--- src/sv/ssm_pkg.sv ---
// ----------------------------------------------------------------------------
// ssm_pkg
// Shared types and constants of the substring match splitter.
// ----------------------------------------------------------------------------
package ssm_pkg;

  // Default sizing
  localparam int unsigned MAX_PATTERN_DEF   = 8;
  localparam int unsigned POSITION_BITS_DEF = 16;

  // Field widths fixed by the register map and the result item
  localparam int unsigned PATTERN_W   = 64;
  localparam int unsigned LENGTH_W    = 4;
  localparam int unsigned MATCH_POS_W = 16;
  localparam int unsigned BYTE_W      = 8;

  // Configuration port: 64-bit registers at 8-byte spacing
  localparam int unsigned APB_DATA_W = 64;
  localparam int unsigned APB_ADDR_W = 5;
  localparam int unsigned REG_IDX_W  = 2;

  localparam logic [REG_IDX_W-1:0] REG_PATTERN_BYTES  = 2'd0;
  localparam logic [REG_IDX_W-1:0] REG_PATTERN_LENGTH = 2'd1;
  localparam logic [REG_IDX_W-1:0] REG_IGNORE_CASE    = 2'd2;

  typedef struct packed {
    logic [PATTERN_W-1:0] pattern_bytes;
    logic [LENGTH_W-1:0]  pattern_length;
    logic                 ignore_case;
  } cfg_t;

endpackage

--- src/sv/ssm_text_if.sv ---
// ----------------------------------------------------------------------------
// ssm_text_if
// Text byte channel: one byte per item, with an end-of-text marker.
// ----------------------------------------------------------------------------
interface ssm_text_if;
  logic                        valid;
  logic                        ready;
  logic [ssm_pkg::BYTE_W-1:0]  text_byte;
  logic                        text_last;

  modport source (output valid, output text_byte, output text_last, input ready);
  modport sink   (input valid, input text_byte, input text_last, output ready);
endinterface

--- src/sv/ssm_result_if.sv ---
// ----------------------------------------------------------------------------
// ssm_result_if
// Result channel: match report and end-of-text status.
// ----------------------------------------------------------------------------
interface ssm_result_if;
  logic                            valid;
  logic                            ready;
  logic                            match_found;
  logic [ssm_pkg::MATCH_POS_W-1:0] match_position;
  logic                            end_of_text;
  logic                            position_overflow;

  modport source (output valid, output match_found, output match_position,
                  output end_of_text, output position_overflow, input ready);
  modport sink   (input valid, input match_found, input match_position,
                  input end_of_text, input position_overflow, output ready);
endinterface

--- src/sv/substring_match_splitter_core.sv ---
// ----------------------------------------------------------------------------
// substring_match_splitter_core
// Streaming split-style separator search over a byte stream.
// ----------------------------------------------------------------------------
// Usage:
//   text_i carries one text byte per item, text_last marking the final byte.
//   match_o carries a result item for each byte that ends a match and for the
//   final byte of each text; other bytes produce no result. A match reports
//   the start offset of the occurrence; after a match the search restarts at
//   the following byte, so matches never overlap.
//   The APB port holds the pattern (up to MAX_PATTERN bytes), its length and
//   the ASCII case-folding switch. Write it only while no text is in flight.
// Timing:
//   One byte per cycle while match_o does not stall. A result is registered
//   and appears on match_o in the cycle after its byte is accepted. The window
//   compare for every pattern length runs in parallel in the cycle the byte is
//   accepted; the result register is the only stage.
// Reset:
//   Clears the window, the restart count, the position, the overflow flag and
//   the result valid flag; the pattern resets to one zero byte.
// Stalls:
//   While a result waits and match_o.ready is low, text_i.ready drops; a
//   byte is still taken in the cycle the waiting result leaves.
// ----------------------------------------------------------------------------
module substring_match_splitter_core #(
  parameter int unsigned MAX_PATTERN   = ssm_pkg::MAX_PATTERN_DEF,
  parameter int unsigned POSITION_BITS = ssm_pkg::POSITION_BITS_DEF
) (
  input  logic                           clk_i,
  input  logic                           rst_ni,
  ssm_text_if.sink                       text_i,
  ssm_result_if.source                   match_o,
  input  logic                           psel,
  input  logic                           penable,
  input  logic                           pwrite,
  input  logic [ssm_pkg::APB_ADDR_W-1:0] paddr,
  input  logic [ssm_pkg::APB_DATA_W-1:0] pwdata,
  output logic [ssm_pkg::APB_DATA_W-1:0] prdata,
  output logic                           pready
);

  localparam int unsigned WIN_W = 8 * MAX_PATTERN;
  localparam int unsigned CNT_W = $clog2(MAX_PATTERN + 1);
  localparam int unsigned WIDE_W = 32;

  ssm_pkg::cfg_t cfg;

  // Search state
  logic [WIN_W-1:0]         win_q;
  logic [CNT_W-1:0]         cnt_q;
  logic [POSITION_BITS-1:0] pos_q;
  logic                     ovf_q;

  // Result register
  logic                            out_valid_q;
  logic                            out_found_q;
  logic [ssm_pkg::MATCH_POS_W-1:0] out_pos_q;
  logic                            out_last_q;
  logic                            out_ovf_q;

  logic                            accept;
  logic [ssm_pkg::LENGTH_W-1:0]    act_len;
  logic [WIN_W-1:0]                win_nxt;
  logic [CNT_W-1:0]                cnt_inc;
  logic                            pos_top;
  logic [POSITION_BITS-1:0]        pos_nxt;
  logic                            ovf_nxt;
  logic                            win_hit;
  logic                            found;
  logic [POSITION_BITS-1:0]        back;
  logic [POSITION_BITS-1:0]        start;
  logic [WIDE_W-1:0]               start_wide;
  logic                            start_clip;
  logic [ssm_pkg::MATCH_POS_W-1:0] start_rep;

  ssm_cfg_regs u_cfg_regs (
    .clk_i   (clk_i),
    .rst_ni  (rst_ni),
    .psel    (psel),
    .penable (penable),
    .pwrite  (pwrite),
    .paddr   (paddr),
    .pwdata  (pwdata),
    .prdata  (prdata),
    .pready  (pready),
    .cfg_o   (cfg)
  );

  // Take a byte whenever the result register is empty or draining
  assign text_i.ready = !out_valid_q || match_o.ready;
  assign accept       = text_i.valid && text_i.ready;

  // Clamp length: zero acts as one, anything above the window acts as full
  always_comb begin
    act_len = cfg.pattern_length;
    if (act_len == '0) act_len = ssm_pkg::LENGTH_W'(1);
    if (act_len > ssm_pkg::LENGTH_W'(MAX_PATTERN)) act_len = ssm_pkg::LENGTH_W'(MAX_PATTERN);
  end

  // Shift the new byte into the window
  assign win_nxt = (win_q << 8) | WIN_W'(text_i.text_byte);
  assign cnt_inc = (cnt_q < CNT_W'(MAX_PATTERN)) ? cnt_q + CNT_W'(1) : cnt_q;

  // Position saturates at all ones and flags overflow from then on
  assign pos_top = &pos_q;
  assign pos_nxt = pos_top ? pos_q : pos_q + POSITION_BITS'(1);
  assign ovf_nxt = ovf_q | pos_top;

  ssm_window_cmp #(
    .MAX_PATTERN (MAX_PATTERN)
  ) u_window_cmp (
    .pattern_i     (cfg.pattern_bytes),
    .ignore_case_i (cfg.ignore_case),
    .window_i      (win_nxt),
    .length_i      (act_len),
    .hit_o         (win_hit)
  );

  assign found = (ssm_pkg::LENGTH_W'(cnt_inc) >= act_len) && win_hit;

  // Start offset of the match, held at zero when the text is shorter
  assign back  = POSITION_BITS'(act_len - ssm_pkg::LENGTH_W'(1));
  assign start = (pos_q >= back) ? pos_q - back : '0;

  // Clip to the result field width
  assign start_wide = WIDE_W'(start);
  assign start_clip = found && (|start_wide[WIDE_W-1:ssm_pkg::MATCH_POS_W]);
  assign start_rep  = !found ? '0 :
                      start_clip ? '1 : start_wide[ssm_pkg::MATCH_POS_W-1:0];

  always_ff @(posedge clk_i or negedge rst_ni) begin
    if (!rst_ni) begin
      win_q <= '0;
      cnt_q <= '0;
      pos_q <= '0;
      ovf_q <= 1'b0;
    end else if (accept) begin
      if (text_i.text_last) begin
        // Start over for the next text
        win_q <= '0;
        cnt_q <= '0;
        pos_q <= '0;
        ovf_q <= 1'b0;
      end else begin
        win_q <= win_nxt;
        cnt_q <= found ? '0 : cnt_inc;
        pos_q <= pos_nxt;
        ovf_q <= ovf_nxt;
      end
    end
  end

  always_ff @(posedge clk_i or negedge rst_ni) begin
    if (!rst_ni) begin
      out_valid_q <= 1'b0;
    end else if (accept) begin
      out_valid_q <= found || text_i.text_last;
    end else if (match_o.ready) begin
      out_valid_q <= 1'b0;
    end
  end

  always_ff @(posedge clk_i) begin
    if (accept) begin
      out_found_q <= found;
      out_pos_q   <= start_rep;
      out_last_q  <= text_i.text_last;
      out_ovf_q   <= ovf_nxt || start_clip;
    end
  end

  assign match_o.valid             = out_valid_q;
  assign match_o.match_found       = out_found_q;
  assign match_o.match_position    = out_pos_q;
  assign match_o.end_of_text       = out_last_q;
  assign match_o.position_overflow = out_ovf_q;

  // Overflow is only ever flagged with the position pinned at its top
  a_ovf_pinned: assert property (@(posedge clk_i) disable iff (!rst_ni)
    ovf_q |-> (&pos_q))
    else $error("overflow flag set below position top");

  // The restart count never passes the window depth
  a_cnt_range: assert property (@(posedge clk_i) disable iff (!rst_ni)
    cnt_q <= CNT_W'(MAX_PATTERN))
    else $error("restart count out of range");

  // End of text clears the search state
  a_last_clears: assert property (@(posedge clk_i) disable iff (!rst_ni)
    (accept && text_i.text_last) |=> (pos_q == '0 && cnt_q == '0 && !ovf_q && win_q == '0))
    else $error("state not cleared after end of text");

  // A match restarts the search
  a_match_restart: assert property (@(posedge clk_i) disable iff (!rst_ni)
    (accept && found) |=> (cnt_q == '0 && out_valid_q && out_found_q))
    else $error("match did not restart the search");

  // No byte is taken while a waiting result is held
  a_no_overrun: assert property (@(posedge clk_i) disable iff (!rst_ni)
    (out_valid_q && !match_o.ready) |-> !accept)
    else $error("byte accepted over a held result");

endmodule

--- src/sv/ssm_cfg_regs.sv ---
// ----------------------------------------------------------------------------
// ssm_cfg_regs
// APB register file: pattern bytes, pattern length, case folding.
// ----------------------------------------------------------------------------
module ssm_cfg_regs (
  input  logic                             clk_i,
  input  logic                             rst_ni,
  input  logic                             psel,
  input  logic                             penable,
  input  logic                             pwrite,
  input  logic [ssm_pkg::APB_ADDR_W-1:0]   paddr,
  input  logic [ssm_pkg::APB_DATA_W-1:0]   pwdata,
  output logic [ssm_pkg::APB_DATA_W-1:0]   prdata,
  output logic                             pready,
  output ssm_pkg::cfg_t                    cfg_o
);

  ssm_pkg::cfg_t                   cfg_q;
  logic                            wr_en;
  logic [ssm_pkg::REG_IDX_W-1:0]   reg_idx;

  assign pready  = 1'b1;
  assign wr_en   = psel && penable && pwrite && pready;
  assign reg_idx = paddr[ssm_pkg::APB_ADDR_W-1:3];
  assign cfg_o   = cfg_q;

  always_ff @(posedge clk_i or negedge rst_ni) begin
    if (!rst_ni) begin
      cfg_q.pattern_bytes  <= '0;
      cfg_q.pattern_length <= ssm_pkg::LENGTH_W'(1);
      cfg_q.ignore_case    <= 1'b0;
    end else if (wr_en) begin
      case (reg_idx)
        ssm_pkg::REG_PATTERN_BYTES: begin
          cfg_q.pattern_bytes <= pwdata[ssm_pkg::PATTERN_W-1:0];
        end
        ssm_pkg::REG_PATTERN_LENGTH: begin
          cfg_q.pattern_length <= pwdata[ssm_pkg::LENGTH_W-1:0];
        end
        ssm_pkg::REG_IGNORE_CASE: begin
          cfg_q.ignore_case <= pwdata[0];
        end
        default: begin
          cfg_q <= cfg_q;
        end
      endcase
    end
  end

  always_comb begin
    case (reg_idx)
      ssm_pkg::REG_PATTERN_BYTES:  prdata = cfg_q.pattern_bytes;
      ssm_pkg::REG_PATTERN_LENGTH: prdata = ssm_pkg::APB_DATA_W'(cfg_q.pattern_length);
      ssm_pkg::REG_IGNORE_CASE:    prdata = ssm_pkg::APB_DATA_W'(cfg_q.ignore_case);
      default:                     prdata = '0;
    endcase
  end

endmodule

--- src/sv/ssm_window_cmp.sv ---
// ----------------------------------------------------------------------------
// ssm_window_cmp
// Parallel compare of the byte window against the pattern, all lengths at once.
// ----------------------------------------------------------------------------
module ssm_window_cmp #(
  parameter int unsigned MAX_PATTERN = ssm_pkg::MAX_PATTERN_DEF
) (
  input  logic [ssm_pkg::PATTERN_W-1:0]  pattern_i,
  input  logic                           ignore_case_i,
  input  logic [8*MAX_PATTERN-1:0]       window_i,   // newest byte in [7:0]
  input  logic [ssm_pkg::LENGTH_W-1:0]   length_i,   // already clamped
  output logic                           hit_o
);

  logic [7:0]             pat_f [MAX_PATTERN];
  logic [7:0]             win_f [MAX_PATTERN];
  logic [MAX_PATTERN-1:0] hit_len;
  logic [MAX_PATTERN-1:0] len_sel;

  function automatic logic [7:0] fold(input logic [7:0] b, input logic ic);
    logic [7:0] r;
    r = b;
    if (ic && b >= 8'h41 && b <= 8'h5A) r = b + 8'h20;
    return r;
  endfunction

  always_comb begin
    for (int i = 0; i < MAX_PATTERN; i++) begin
      pat_f[i] = fold(pattern_i[8*i +: 8], ignore_case_i);
      win_f[i] = fold(window_i[8*i +: 8], ignore_case_i);
    end
  end

  // Length l+1 matches when pattern byte i equals window byte l-i for all i <= l
  for (genvar l = 0; l < MAX_PATTERN; l++) begin : g_len
    logic [l:0] eq;
    for (genvar i = 0; i <= l; i++) begin : g_byte
      assign eq[i] = (pat_f[i] == win_f[l-i]);
    end
    assign hit_len[l] = &eq;
    assign len_sel[l] = (length_i == ssm_pkg::LENGTH_W'(l + 1));
  end

  assign hit_o = |(hit_len & len_sel);

endmodule

--- src/flat_wrapper.sv ---
// flat-port wrapper written by rule: the top's interface ports become plain ports
module substring_match_splitter_core_flat 
#(
  parameter int unsigned MAX_PATTERN   = ssm_pkg::MAX_PATTERN_DEF,
  parameter int unsigned POSITION_BITS = ssm_pkg::POSITION_BITS_DEF
)
  (clk_i, rst_ni, psel, penable, pwrite, paddr, pwdata, prdata, pready, text_i_valid, text_i_text_byte, text_i_text_last, text_i_ready, match_o_valid, match_o_match_found, match_o_match_position, match_o_end_of_text, match_o_position_overflow, match_o_ready);
  ssm_text_if text_i_i ();
  ssm_result_if match_o_i ();
  input  logic clk_i;
  input  logic rst_ni;
  input  logic psel;
  input  logic penable;
  input  logic pwrite;
  input  logic [ssm_pkg::APB_ADDR_W-1:0] paddr;
  input  logic [ssm_pkg::APB_DATA_W-1:0] pwdata;
  output logic [ssm_pkg::APB_DATA_W-1:0] prdata;
  output logic pready;
  input wire logic [$bits(text_i_i.valid)-1:0] text_i_valid;
  input wire logic [$bits(text_i_i.text_byte)-1:0] text_i_text_byte;
  input wire logic [$bits(text_i_i.text_last)-1:0] text_i_text_last;
  output wire logic [$bits(text_i_i.ready)-1:0] text_i_ready;
  output wire logic [$bits(match_o_i.valid)-1:0] match_o_valid;
  output wire logic [$bits(match_o_i.match_found)-1:0] match_o_match_found;
  output wire logic [$bits(match_o_i.match_position)-1:0] match_o_match_position;
  output wire logic [$bits(match_o_i.end_of_text)-1:0] match_o_end_of_text;
  output wire logic [$bits(match_o_i.position_overflow)-1:0] match_o_position_overflow;
  input wire logic [$bits(match_o_i.ready)-1:0] match_o_ready;
  assign text_i_i.valid = text_i_valid;
  assign text_i_i.text_byte = text_i_text_byte;
  assign text_i_i.text_last = text_i_text_last;
  assign text_i_ready = text_i_i.ready;
  assign match_o_valid = match_o_i.valid;
  assign match_o_match_found = match_o_i.match_found;
  assign match_o_match_position = match_o_i.match_position;
  assign match_o_end_of_text = match_o_i.end_of_text;
  assign match_o_position_overflow = match_o_i.position_overflow;
  assign match_o_i.ready = match_o_ready;
  substring_match_splitter_core #(.MAX_PATTERN(MAX_PATTERN), .POSITION_BITS(POSITION_BITS)) u_core (.clk_i(clk_i), .rst_ni(rst_ni), .text_i(text_i_i), .match_o(match_o_i), .psel(psel), .penable(penable), .pwrite(pwrite), .paddr(paddr), .pwdata(pwdata), .prdata(prdata), .pready(pready));
endmodule
--- config.mk ---
export PLATFORM = sky130hd
export DESIGN_NAME = substring_match_splitter_core_flat
export DESIGN_NICKNAME = d
export VERILOG_FILES = /design/src/sv/ssm_pkg.sv /design/src/sv/ssm_text_if.sv /design/src/sv/ssm_result_if.sv /design/src/sv/substring_match_splitter_core.sv /design/src/sv/ssm_cfg_regs.sv /design/src/sv/ssm_window_cmp.sv /design/src/flat_wrapper.sv
export SDC_FILE = /design/constraint.sdc
export NUM_CORES = 1
export LEC_CHECK = 0
export BUFFER_PORTS_ARGS = -buffer_cell sky130_fd_sc_hd__buf_2
export CAP_MARGIN = 0
export CORE_UTILIZATION = 54
export DETAILED_ROUTE_END_ITERATION = 16
export PLACE_DENSITY = 0.78
export RECOVER_POWER = 50
export SYNTH_ARGS = -nofsm -noshare
export SYNTH_HDL_FRONTEND = slang
export SYNTH_HIERARCHICAL = 1
export SYNTH_SLANG_ARGS = --single-unit
--- constraint.sdc ---
create_clock -name clk_i -period 3.13 [get_ports clk_i]
set_clock_uncertainty 0.15 [all_clocks]
set_input_delay 0.4695 -clock clk_i [delete_from_list [all_inputs] [get_ports clk_i]]
set_output_delay 0.4695 -clock clk_i [all_outputs]
set_load 0.02 [all_outputs]
==> results of run 1 <==
cells in the mapped netlist (7+ instances only):
library cell | n | area share (%)
sky130_fd_sc_hd__a21o_1 | 8 | 0.45
sky130_fd_sc_hd__a21oi_1 | 38 | 1.4
sky130_fd_sc_hd__a31oi_1 | 9 | 0.43
sky130_fd_sc_hd__and2_1 | 60 | 2.8
sky130_fd_sc_hd__buf_1 | 11 | 0.31
sky130_fd_sc_hd__buf_2 | 35 | 1.3
sky130_fd_sc_hd__buf_4 | 7 | 0.40
sky130_fd_sc_hd__clkbuf_1 | 43 | 1.2
sky130_fd_sc_hd__dfrtp_1 | 146 | 28
sky130_fd_sc_hd__edfxtp_1 | 19 | 4.3
sky130_fd_sc_hd__ha_1 | 39 | 3.7
sky130_fd_sc_hd__inv_1 | 61 | 1.7
sky130_fd_sc_hd__mux2_2 | 65 | 5.5
sky130_fd_sc_hd__nand2_1 | 107 | 3.0
sky130_fd_sc_hd__nand2b_1 | 61 | 2.9
sky130_fd_sc_hd__nand3_1 | 26 | 0.98
sky130_fd_sc_hd__nand4_1 | 31 | 1.5
sky130_fd_sc_hd__nor2_1 | 61 | 1.7
sky130_fd_sc_hd__nor3_1 | 25 | 0.95
sky130_fd_sc_hd__nor4_1 | 59 | 2.8
sky130_fd_sc_hd__o21ai_0 | 77 | 2.9
sky130_fd_sc_hd__o31ai_1 | 7 | 0.40
sky130_fd_sc_hd__o41ai_1 | 8 | 0.53
sky130_fd_sc_hd__or3_1 | 13 | 0.61
sky130_fd_sc_hd__or4_1 | 15 | 0.85
sky130_fd_sc_hd__xnor2_1 | 105 | 7.0
sky130_fd_sc_hd__xor2_1 | 205 | 14
layout make-up:
| cell class | instances | area (sq um) | area share (%) |
|---|---|---|---|
| Sequential cell | 166 | 4250 | 23.5 |
| Timing Repair Buffer | 550 | 3910 | 21.7 |
| Clock inverter | 15 | 183 | 1.01 |
| Multi-Input combinational cell | 1126 | 8660 | 48.0 |
| Inverter | 61 | 229 | 1.27 |
| Clock buffer | 17 | 425 | 2.35 |
| Tap cell | 319 | 399 | 2.21 |
| Antenna cell | 1 | 2.50 | 0.0139 |
stage by stage:
step / hold slack, ns / power, mW / std cells / area [sq um]
global route: 0.0872 / 11.0 / 2254 / 18100
detailed placement: 0.290 / 7.91 / 2205 / 17000
floorplan: 0.0239 / 5.55 / 1451 / 13200
CTS: 0.0855 / 10.3 / 2250 / 17900
global placement: 0.276 / 7.84 / 2205 / 17000
finish: 0.101 / 10.6 / 2255 / 18100
worst max-delay path, stage by stage (launching register included):
cell and delay, ns:
sky130_fd_sc_hd__dfrtp_1 0.41, sky130_fd_sc_hd__buf_6 0.13, sky130_fd_sc_hd__buf_6 0.11, sky130_fd_sc_hd__buf_4 0.14, sky130_fd_sc_hd__xor2_1 0.13, sky130_fd_sc_hd__nor4_1 0.22, sky130_fd_sc_hd__nand4_1 0.28, sky130_fd_sc_hd__a2111oi_2 0.42
sky130_fd_sc_hd__buf_4 0.20, sky130_fd_sc_hd__nand4_1 0.11, sky130_fd_sc_hd__nor4_2 0.30, sky130_fd_sc_hd__a211o_1 0.27, sky130_fd_sc_hd__o21ai_2 0.12, sky130_fd_sc_hd__o21ba_4 0.22, sky130_fd_sc_hd__a21o_1 0.15, sky130_fd_sc_hd__a22o_1 0.19
state kept, by name (all words and copies together) (netlist names):
name / count
u_core/cnt_q: 4
u_core/match_o.end_of_text: 1
u_core/match_o.match_found: 1
u_core/match_o.match_position: 16
u_core/match_o.position_overflow: 1
u_core/match_o.valid: 1
u_core/ovf_q: 1
u_core/pos_q: 16
u_core/u_cfg_regs/cfg_o: 69
u_core/win_q: 56
worst max-delay path by stage:
stage,slack [ns],endpoint,depth (start not counted)
2_1_floorplan,-0.47,u_core/cnt_q[0],13
3_3_place_gp,-1.05,u_core/match_o.match_position[12],15
3_5_place_dp,-1.10,u_core/match_o.match_position[4],15
4_1_cts,-0.41,u_core/cnt_q[0],14
5_1_grt,-0.58,u_core/cnt_q[0],14
6_report,-0.54,u_core/cnt_q[0],15
cell usage in the layout, fill, tap and decap left out, types with 7 or more instances in the layout:
| master | n |
|---|---|
| sky130_fd_sc_hd__buf_4 | 353 |
| sky130_fd_sc_hd__xor2_1 | 201 |
| sky130_fd_sc_hd__buf_2 | 164 |
| sky130_fd_sc_hd__dfrtp_1 | 145 |
| sky130_fd_sc_hd__nand2_1 | 106 |
| sky130_fd_sc_hd__xnor2_1 | 105 |
| sky130_fd_sc_hd__o21ai_0 | 72 |
| sky130_fd_sc_hd__mux2_2 | 65 |
| sky130_fd_sc_hd__inv_1 | 61 |
| sky130_fd_sc_hd__nand2b_1 | 61 |
| sky130_fd_sc_hd__and2_1 | 60 |
| sky130_fd_sc_hd__nor2_1 | 45 |
| sky130_fd_sc_hd__nor4_1 | 45 |
| sky130_fd_sc_hd__ha_1 | 39 |
| sky130_fd_sc_hd__a21oi_1 | 38 |
| sky130_fd_sc_hd__nand4_1 | 31 |
| sky130_fd_sc_hd__nand3_1 | 26 |
| sky130_fd_sc_hd__nor3_1 | 25 |
| sky130_fd_sc_hd__edfxtp_1 | 19 |
| sky130_fd_sc_hd__clkbuf_16 | 17 |
| sky130_fd_sc_hd__buf_6 | 14 |
| sky130_fd_sc_hd__or3_1 | 13 |
| sky130_fd_sc_hd__nor4_2 | 13 |
| sky130_fd_sc_hd__buf_12 | 12 |
| sky130_fd_sc_hd__or4_1 | 12 |
| sky130_fd_sc_hd__a31oi_1 | 9 |
| sky130_fd_sc_hd__nor2_2 | 9 |
| sky130_fd_sc_hd__a21o_1 | 8 |
| sky130_fd_sc_hd__o41ai_4 | 8 |
| sky130_fd_sc_hd__nor2_4 | 7 |
power breakdown:
part / leakage (nW) / total (mW) / internal [mW] / switching [mW]
combinational: 6.18 / 5.58 / 2.63 / 2.95
sequential: 2.10 / 2.77 / 2.46 / 0.307
clock: 0.292 / 2.23 / 1.21 / 1.02
repair_timing:
item,in CTS,in global routing
pin swaps,21,12
resized for setup,56,31
buffers inserted,12,4
hold endpoints to repair,42,0
hold buffers,1,0
setup endpoints to repair,22,22
logic make-up (layout without fill, tap and decap cells):
logic type,Yosys count,in the layout,share of synthesized area (%)
AOI/OAI and AO/OA,212,212,11.8
xor gates and xnor gates,310,310,20.5
adders and majority gates,40,40,3.84
buffers and inverters,159,643,5.15
DFF,166,166,32.1
muxes,76,76,6.41
other,2,3,0.0568
and+or+nand+nor,486,486,20.1
metal layers:
metal	global-route usage, %	wire (um)	share of wire (%)	up-vias
met1	49.3	19700	41	6249
met5	0	0	0	-
met4	20.6	2550	5.3	0
li1	-	-	-	5952
met3	6.48	3320	6.9	151
met2	63.7	22300	47	584
==> qor.log, run 1 <==
qor: worst_setup_path.path_max_fanout 4
qor: sta.rsz_0062_raised_after_global_routing true
qor: sta.max_freq 272 MHz
qor: cells_and_area.layout.nets 2047
qor: worst_hold_path.whs_path_depth 2
qor: global_route.global_route.overflow_total 0
qor: cells_and_area.syn2layout_area_growth 36.6%
qor: worst_hold_path.min_from pwdata[45]
qor: pwr.vdd.ir_drop.worst 0.317 mV
qor: cells_and_area.drive_above_1_share 38.1%
qor: worst_setup_path.cp-start-kind flop
qor: routing.route.vias.total 12936
qor: clock_network.cts_num_sinks 166
qor: run_status.outcome complete, but fails checks
qor: synth.synth_cells 1451
qor: pwr.p_leak 8.57 nW
qor: sta.timing.setup.tns -10.12 ns
qor: place.place_worst_setup_slack -1.10 ns
qor: run_status.failed_checks capacitance limit, slew limit, setup timing
qor: pwr.p_per_area 586 nW/um^2
qor: synth.sequential_to_total_area_share_from_yosys_stat 32.1%
qor: sta.post_route_setup_slack -0.543 ns
qor: worst_hold_path.hold_path_end u_core/u_cfg_regs/cfg_o[50]
qor: synth.synth_flop_cell sky130_fd_sc_hd__dfrtp_1
qor: floorplan.chipWidth 159 um
qor: routing.first_iter_violations 1232
qor: clock_network.cts_made_buffers 17
qor: sta.worst-slew-pin-transition 2.40 ns
qor: worst_setup_path.setup.worst_path.end_class flop
qor: worst_setup_path.ff2ff_path_depth 15
qor: cells_and_area.filler_cell_count 1671
qor: worst_setup_path.timing.critical_path.arrival 3.85 ns
qor: routing.wl_per_cell 21.2 um
qor: synth.mappedNetlistArea 13200 sq um
qor: floorplan.die_height 159 um
qor: global_route.via_count_of_the_first_global_routing_pass 12875
qor: synth.synth-async-reset-ratio 88.6%
qor: routing.postRouteAntennaNets 0
qor: sta.maxSlewViolCount 132
qor: sta.final_hold_viol_count 0
qor: floorplan.core_region_area 23800 sq um
qor: synth.syn-num-nets 1576
qor: synth.postSynthAreaPerCell 9.12 sq um
qor: global_route.grtUsageTotal 38.9%
qor: clock_network.clkLatencyLatePin 0.44 ns
qor: routing.drc 0
qor: worst_setup_path.worst-r2r-setup-slack -0.54 ns
qor: worst_setup_path.worstReg2RegEnd u_core/cnt_q[0]
qor: place.gpl.final_weighted_congestion 1.01
qor: place.count_of_port_buffers_added_during_placement 166
qor: routing.totalWireLength 47900 um
qor: sta.setup_violating_endpoint_count_in_the_final_report 22
qor: clock_network.tritoncts built
qor: worst_setup_path.critPathKind reg2reg
qor: worst_setup_path.worst-endpoint-required 3.31 ns
qor: clock_network.cts-htree-levels 4
qor: routing.drt-pass1-iter-count 6
qor: global_route.maximum_number_of_pins_on_one_net_before_global_route_repair 96
qor: synth.synth-seq-cells 166
qor: cells_and_area.utilization 76.1%
qor: synth.synthesis_warnings 6
qor: sta.slew_headroom -60.0%
qor: synth.synth.distinct_cells 76
qor: worst_setup_path.critical_path.startpoint u_core/u_cfg_regs/cfg_o[38]
qor: clock_network.cts.clk_slew.worst_paths 0.08 ns
qor: worst_hold_path.hold_path_class in2reg
qor: clock_network.clock_tree.root_cell sky130_fd_sc_hd__clkbuf_16
qor: clock_network.cts-root-to-sink-buffers 2
qor: floorplan.num_rows 56
qor: global_route.antenna_found_initial 0
qor: synth.synth-edff-count 19
qor: sta.min_period_over_period 117%
qor: sta.timing.final.crit_period 3.67 ns
qor: floorplan.top_level_ports 171
qor: place.hpwl 36000 um
qor: job.drv.max_cap_violation_count 2
qor: global_route.grt_pass1_wl 72300 um
qor: floorplan.floorplan.initialDensity 55.7%
qor: routing.route.detailed.vias_per_inst 5.74
qor: worst_setup_path.crit-reg2reg-launch u_core/u_cfg_regs/cfg_o[38]
qor: floorplan.dieArea 25100 sq um
No activity file was read; power rests on OpenSTA's default activity.
==> run 2: changes to the inputs <==
RECOVER_POWER = 25   (was 50)
==> qor.log, run 2 (synthesis gave the netlist of run 1 again) <==
qor: worst_hold_path.hold_path_class in2reg
qor: cells_and_area.multi_input_area 8660 sq um
qor: floorplan.num_rows 56
qor: pwr.clock_power_share 21.1%
qor: cells_and_area.layout.cells.most_common sky130_fd_sc_hd__buf_4
qor: cells_and_area.most-common-layout-cells 353 x sky130_fd_sc_hd__buf_4, 201 x sky130_fd_sc_hd__xor2_1, 164 x sky130_fd_sc_hd__buf_2
qor: place.gpl.final_weighted_congestion 1.01
qor: cells_and_area.filler_cell_count 1669
qor: worst_setup_path.critPathKind reg2reg
qor: worst_setup_path.timing.critical_path.arrival 3.83 ns
qor: sta.maxSlewViolCount 67
qor: place.count_of_port_buffers_added_during_placement 166
qor: sta.slew_headroom -60.6%
qor: sta.final_hold_viol_count 0
qor: global_route.via_count_of_the_first_global_routing_pass 12875
qor: clock_network.cts.clk_slew.worst_paths 0.08 ns
qor: global_route.antenna_found_initial 0
qor: cells_and_area.final_cell_count_without_fillers 2255
qor: global_route.grt_pass1_wl 72300 um
qor: clock_network.cts_made_buffers 17
qor: run_status.failed_checks capacitance limit, slew limit, setup timing
qor: clock_network.clkLatencyLatePin 0.45 ns
qor: sta.rsz_0062_raised_after_global_routing true
qor: routing.drc 0
qor: routing.postRouteAntennaNets 0
qor: sta.post_route_setup_slack -0.526 ns
qor: routing.route.vias.total 12986
qor: worst_setup_path.worst-endpoint-required 3.31 ns
qor: worst_setup_path.critical_path.startpoint u_core/u_cfg_regs/cfg_o[38]
qor: pwr.combinationalPowerShare 52.7%
qor: cells_and_area.drive_above_1_share 38.1%
qor: worst_setup_path.setup.worst_path.end_class flop
qor: pwr.power.switching 4.28 mW
qor: worst_setup_path.crit-reg2reg-launch u_core/u_cfg_regs/cfg_o[38]
qor: worst_hold_path.whs_path_depth 2
qor: worst_setup_path.ff2ff_path_depth 15
qor: routing.route.detailed.vias_per_inst 5.76
qor: global_route.grtUsageTotal 38.9%
qor: place.place_area 17000 sq um
qor: worst_setup_path.cp-endpoint u_core/cnt_q[0]
qor: cells_and_area.final_area 18100 sq um
qor: clock_network.cts_num_sinks 166
qor: routing.totalWireLength 47900 um
qor: sta.max_freq 274 MHz
qor: pwr.p_per_area 585 nW/um^2
qor: floorplan.chipWidth 159 um
qor: cells_and_area.largest_register_ff_count 69
qor: floorplan.core_region_area 23800 sq um
qor: place.place_inst 2205
qor: clock_network.clock_tree.root_cell sky130_fd_sc_hd__clkbuf_16
qor: worst_setup_path.worst-r2r-setup-slack -0.53 ns
qor: global_route.global_route.overflow_total 0
qor: pwr.p_leak 8.58 nW
qor: cells_and_area.area.sequential 4250 sq um
qor: global_route.maximum_number_of_pins_on_one_net_before_global_route_repair 96
qor: worst_setup_path.worstReg2RegEnd u_core/cnt_q[0]
qor: place.hpwl 36000 um
qor: worst_setup_path.path_max_fanout 4
qor: run_status.outcome complete, but fails checks
qor: cells_and_area.layout.nets 2047
qor: routing.first_iter_violations 1280
qor: job.drv.max_cap_violation_count 1
qor: routing.drt-pass1-iter-count 5
qor: clock_network.tritoncts built
qor: sta.min_period_over_period 117%
qor: sta.timing.final.crit_period 3.66 ns
qor: pwr.vdd.ir_drop.worst 0.317 mV
qor: floorplan.floorplan.initialDensity 55.7%
qor: routing.wl_per_cell 21.2 um
qor: pwr.fin_total_pwr 10.6 mW
qor: floorplan.top_level_ports 171
qor: cells_and_area.syn2layout_area_growth 36.7%
qor: floorplan.die_height 159 um
qor: clock_network.cts-htree-levels 4
qor: sta.worst-slew-pin-transition 2.41 ns
qor: pwr.power.switching_fraction 40.4%
qor: sta.setup_violating_endpoint_count_in_the_final_report 22
qor: pwr.seq_power_share 26.2%
qor: floorplan.dieArea 25100 sq um
qor: worst_setup_path.cp-start-kind flop
qor: clock_network.cts-root-to-sink-buffers 2
qor: sta.hold_ws 0.0993 ns
qor: pwr.p_int 6.30 mW
-- run 2: cell types whose count changed in the layout (fill, tap and decap cells not counted), sizes merged --
cell	delta
buf	+1
clkbuf	-1
-- run 2: what timing repair did --
action                                  in CTS  in global routing
setup buffers                               12                  4
hold endpoints to repair                    42                  0
pin swaps                                   21                 12
resized for setup                           56                 31
endpoints found under the setup margin      22                 22
hold buffers                                 1                  0
-- run 2: critical path, cell delays in order, from the launching register on --
cell and delay [ns]:
sky130_fd_sc_hd__dfrtp_1 0.41, sky130_fd_sc_hd__buf_6 0.13, sky130_fd_sc_hd__buf_6 0.11, sky130_fd_sc_hd__buf_4 0.14, sky130_fd_sc_hd__xor2_1 0.13, sky130_fd_sc_hd__nor4_1 0.22
sky130_fd_sc_hd__nand4_1 0.26, sky130_fd_sc_hd__a2111oi_2 0.42, sky130_fd_sc_hd__buf_4 0.20, sky130_fd_sc_hd__nand4_1 0.11, sky130_fd_sc_hd__nor4_2 0.30, sky130_fd_sc_hd__a211o_1 0.28
sky130_fd_sc_hd__o21ai_2 0.12, sky130_fd_sc_hd__o21ba_4 0.22, sky130_fd_sc_hd__a21o_1 0.15, sky130_fd_sc_hd__a22o_1 0.19
-- run 2: stage by stage --
step	utilization, %	setup TNS [ns]	setup slack [ns]
2_1_floorplan	-	-7.40	-0.472
3_3_place_gp	71.5	-21.31	-1.05
3_5_place_dp	71.5	-22.42	-1.10
4_1_cts	75.5	-7.19	-0.409
5_1_grt	76.1	-10.97	-0.576
6_report	76.1	-9.86	-0.526
-- run 2: worst min-delay path by stage --
stage	start	end
after global placement	rst_ni	u_core/u_cfg_regs/cfg_o[50]
after global routing	pwdata[60]	u_core/u_cfg_regs/cfg_o[65]
after detailed placement	rst_ni	u_core/u_cfg_regs/cfg_o[50]
final	pwdata[45]	u_core/u_cfg_regs/cfg_o[50]
after floorplan	rst_ni	u_core/cnt_q[0]
after CTS	pwdata[55]	u_core/u_cfg_regs/cfg_o[60]
-- run 2: layer usage --
metal  track usage [%]  share of wire (%)
met2              63.7                 47
met1              49.3                 41
met4              20.6                5.2
met5                 0                  0
met3              6.48                7.2
-- run 2: power by group through the flow --
stage | Sequential [mW] | Clock [mW] | Combinational, mW
floorplan | 2.77 | 0 | 2.78
global placement | 2.78 | 0 | 5.05
detailed placement | 2.80 | 0 | 5.11
CTS | 2.76 | 2.25 | 5.34
global route | 2.80 | 2.33 | 5.91
finish | 2.77 | 2.23 | 5.58
-- run 2: layout make-up --
class	instances	share of cell area (%)
Multi-Input combinational cell	1126	47.9
Sequential cell	166	23.5
Timing Repair Buffer	550	21.7
Clock buffer	17	2.35
Tap cell	319	2.21
Inverter	61	1.27
Clock inverter	15	1.01
Antenna cell	1	0.0138
==> run 3: changes to the inputs <==
GPL_TIMING_DRIVEN = 0   (was not set)
==> qor.log, run 3 (synthesis gave the netlist of run 1 again) <==
qor: run_status.outcome complete, but fails checks
qor: run_status.failed_checks capacitance limit, slew limit, setup timing
qor: worst_setup_path.critPathKind reg2reg
qor: worst_setup_path.path_max_fanout 9
qor: cells_and_area.most-common-layout-cells 204 x sky130_fd_sc_hd__xor2_1, 147 x sky130_fd_sc_hd__buf_2, 119 x sky130_fd_sc_hd__dfrtp_1
qor: routing.wl_per_cell 22.1 um
qor: pwr.power.switching 4.18 mW
qor: sta.final_hold_viol_count 0
qor: clock_network.cts.clk_slew.worst_paths 0.08 ns
qor: pwr.p_per_area 588 nW/um^2
qor: floorplan.top_level_ports 171
qor: pwr.power.switching_fraction 42.8%
qor: place.place_inst 1935
qor: worst_setup_path.cp-start-kind flop
qor: cells_and_area.layout.cells.most_common sky130_fd_sc_hd__xor2_1
qor: floorplan.chipWidth 159 um
qor: sta.rsz_0062_raised_after_global_routing true
qor: routing.drc 0
qor: routing.postRouteAntennaNets 0
qor: floorplan.dieArea 25100 sq um
qor: place.gpl.final_weighted_congestion 1.01
qor: clock_network.clock_tree.root_cell sky130_fd_sc_hd__clkbuf_16
qor: sta.maxSlewViolCount 80
qor: cells_and_area.final_area 16600 sq um
qor: place.hpwl 31800 um
qor: cells_and_area.final_cell_count_without_fillers 2035
qor: job.drv.max_cap_violation_count 2
qor: routing.route.vias.total 12357
qor: cells_and_area.antenna_cells 0
qor: worst_setup_path.timing.critical_path.arrival 3.87 ns
qor: global_route.maximum_number_of_pins_on_one_net_before_global_route_repair 80
qor: worst_setup_path.setup.worst_path.end_class flop
qor: pwr.p_int 5.59 mW
qor: cells_and_area.drive_above_1_share 30.4%
qor: sta.max_freq 269 MHz
qor: clock_network.cts_made_buffers 17
qor: routing.drt-pass1-iter-count 5
qor: global_route.grt_pass1_wl 69100 um
qor: cells_and_area.filler_cell_count 1822
qor: global_route.grtUsageTotal 36.8%
qor: pwr.combinationalPowerShare 46.6%
qor: cells_and_area.layout.nets 1828
qor: routing.first_iter_violations 1134
qor: cells_and_area.largest_register_ff_count 69
qor: routing.route.detailed.vias_per_inst 6.07
qor: worst_hold_path.hold_path_class in2reg
qor: place.count_of_port_buffers_added_during_placement 164
qor: global_route.antenna_found_initial 0
qor: global_route.global_route.overflow_total 0
qor: clock_network.cts-htree-levels 4
qor: floorplan.floorplan.initialDensity 55.7%
qor: pwr.clock_power_share 23.0%
qor: routing.totalWireLength 45100 um
qor: floorplan.core_region_area 23800 sq um
qor: global_route.via_count_of_the_first_global_routing_pass 12202
qor: pwr.seq_power_share 30.3%
qor: sta.post_route_setup_slack -0.584 ns
qor: clock_network.cts-root-to-sink-buffers 2
qor: pwr.p_leak 7.34 nW
qor: pwr.vdd.ir_drop.worst 0.387 mV
qor: place.place_area 14500 sq um
qor: clock_network.cts_num_sinks 166
qor: clock_network.tritoncts built
qor: floorplan.die_height 159 um
qor: worst_setup_path.worst-endpoint-required 3.29 ns
qor: sta.slew_headroom -18.8%
qor: sta.setup_violating_endpoint_count_in_the_final_report 22
qor: sta.min_period_over_period 119%
qor: sta.worst-slew-pin-transition 1.78 ns
qor: sta.timing.final.crit_period 3.71 ns
qor: clock_network.clkLatencyLatePin 0.44 ns
qor: cells_and_area.syn2layout_area_growth 25.7%
qor: floorplan.num_rows 56
## run 3: what timing repair did
item	4_1_cts	5_1_grt
resized for setup	168	45
pin swaps	46	11
hold endpoints to repair	67	0
gates cloned	1	0
buffers inserted	72	22
hold buffers	1	0
setup endpoints to repair	22	22
## run 3: critical path, cell delays in order (launching register included)
cell and delay (ns):
sky130_fd_sc_hd__dfrtp_1 0.42, sky130_fd_sc_hd__buf_4 0.23, sky130_fd_sc_hd__xor2_1 0.17, sky130_fd_sc_hd__nor4_1 0.38, sky130_fd_sc_hd__nand3_1 0.30, sky130_fd_sc_hd__a2111oi_4 0.63, sky130_fd_sc_hd__nand4_1 0.20, sky130_fd_sc_hd__nor4_2 0.24
sky130_fd_sc_hd__a211o_4 0.24, sky130_fd_sc_hd__o21ai_4 0.08, sky130_fd_sc_hd__nor2_4 0.15, sky130_fd_sc_hd__o21ai_4 0.13, sky130_fd_sc_hd__buf_6 0.17, sky130_fd_sc_hd__nor2_4 0.09
## run 3: power groups by stage
stage | Sequential, mW | Combinational, mW | Clock (mW)
2_1_floorplan | 2.77 | 2.78 | 0
3_3_place_gp | 2.87 | 3.67 | 0
3_5_place_dp | 2.89 | 3.75 | 0
4_1_cts | 2.93 | 4.25 | 2.29
5_1_grt | 3.01 | 4.84 | 2.37
6_report | 2.96 | 4.56 | 2.25
## run 3: metrics by stage
stage / setup TNS, ns / setup WS (ns) / util [%] / hold WS [ns] / total power [mW]
floorplan: -7.40 / -0.472 / - / 0.0239 / 5.55
global placement: -142.07 / -1.98 / 60.9 / 0.324 / 6.53
detailed placement: -39.88 / -2.00 / 61.1 / 0.334 / 6.63
CTS: -9.52 / -0.492 / 68.8 / 0.0919 / 9.47
global route: -12.33 / -0.613 / 70.0 / 0.102 / 10.2
finish: -11.57 / -0.584 / 70.0 / 0.0941 / 9.77
## run 3: worst paths after layout
kind                            startpoint                                 to  slack [ns]  cells past startpoint
setup / recovery           u_core/win_q[0]  u_core/match_o.match_position[12]       -0.58                     13
hold / removal                  pwdata[30]        u_core/u_cfg_regs/cfg_o[35]        0.09                      2
setup reg to reg           u_core/win_q[0]  u_core/match_o.match_position[12]       -0.58                     13
hold reg to reg               u_core/ovf_q                       u_core/ovf_q        0.36                      2
max in group asynchronous           rst_ni         u_core/u_cfg_regs/cfg_o[0]        0.65                      2
min in group asynchronous           rst_ni        u_core/u_cfg_regs/cfg_o[51]        0.86                      2
## run 3: layer usage
layer	global-route usage (%)	vias up	wire, um
met5	0	-	0
met4	20.3	0	2450
met3	6.80	162	3930
met2	58.6	648	20500
met1	47.2	6027	18200
li1	-	5520	-
## run 3: layout make-up
class / count / area [sq um] / share of cell area [%]
repair buffers: 261 / 1660 / 9.95
plain buffers: 70 / 450 / 2.71
inverters: 61 / 229 / 1.38
multi-input cells: 1126 / 8990 / 54.0
flip-flops and latches: 166 / 4290 / 25.8
clock buffers: 17 / 425 / 2.56
well taps: 319 / 399 / 2.40
clock inverters: 15 / 200 / 1.20
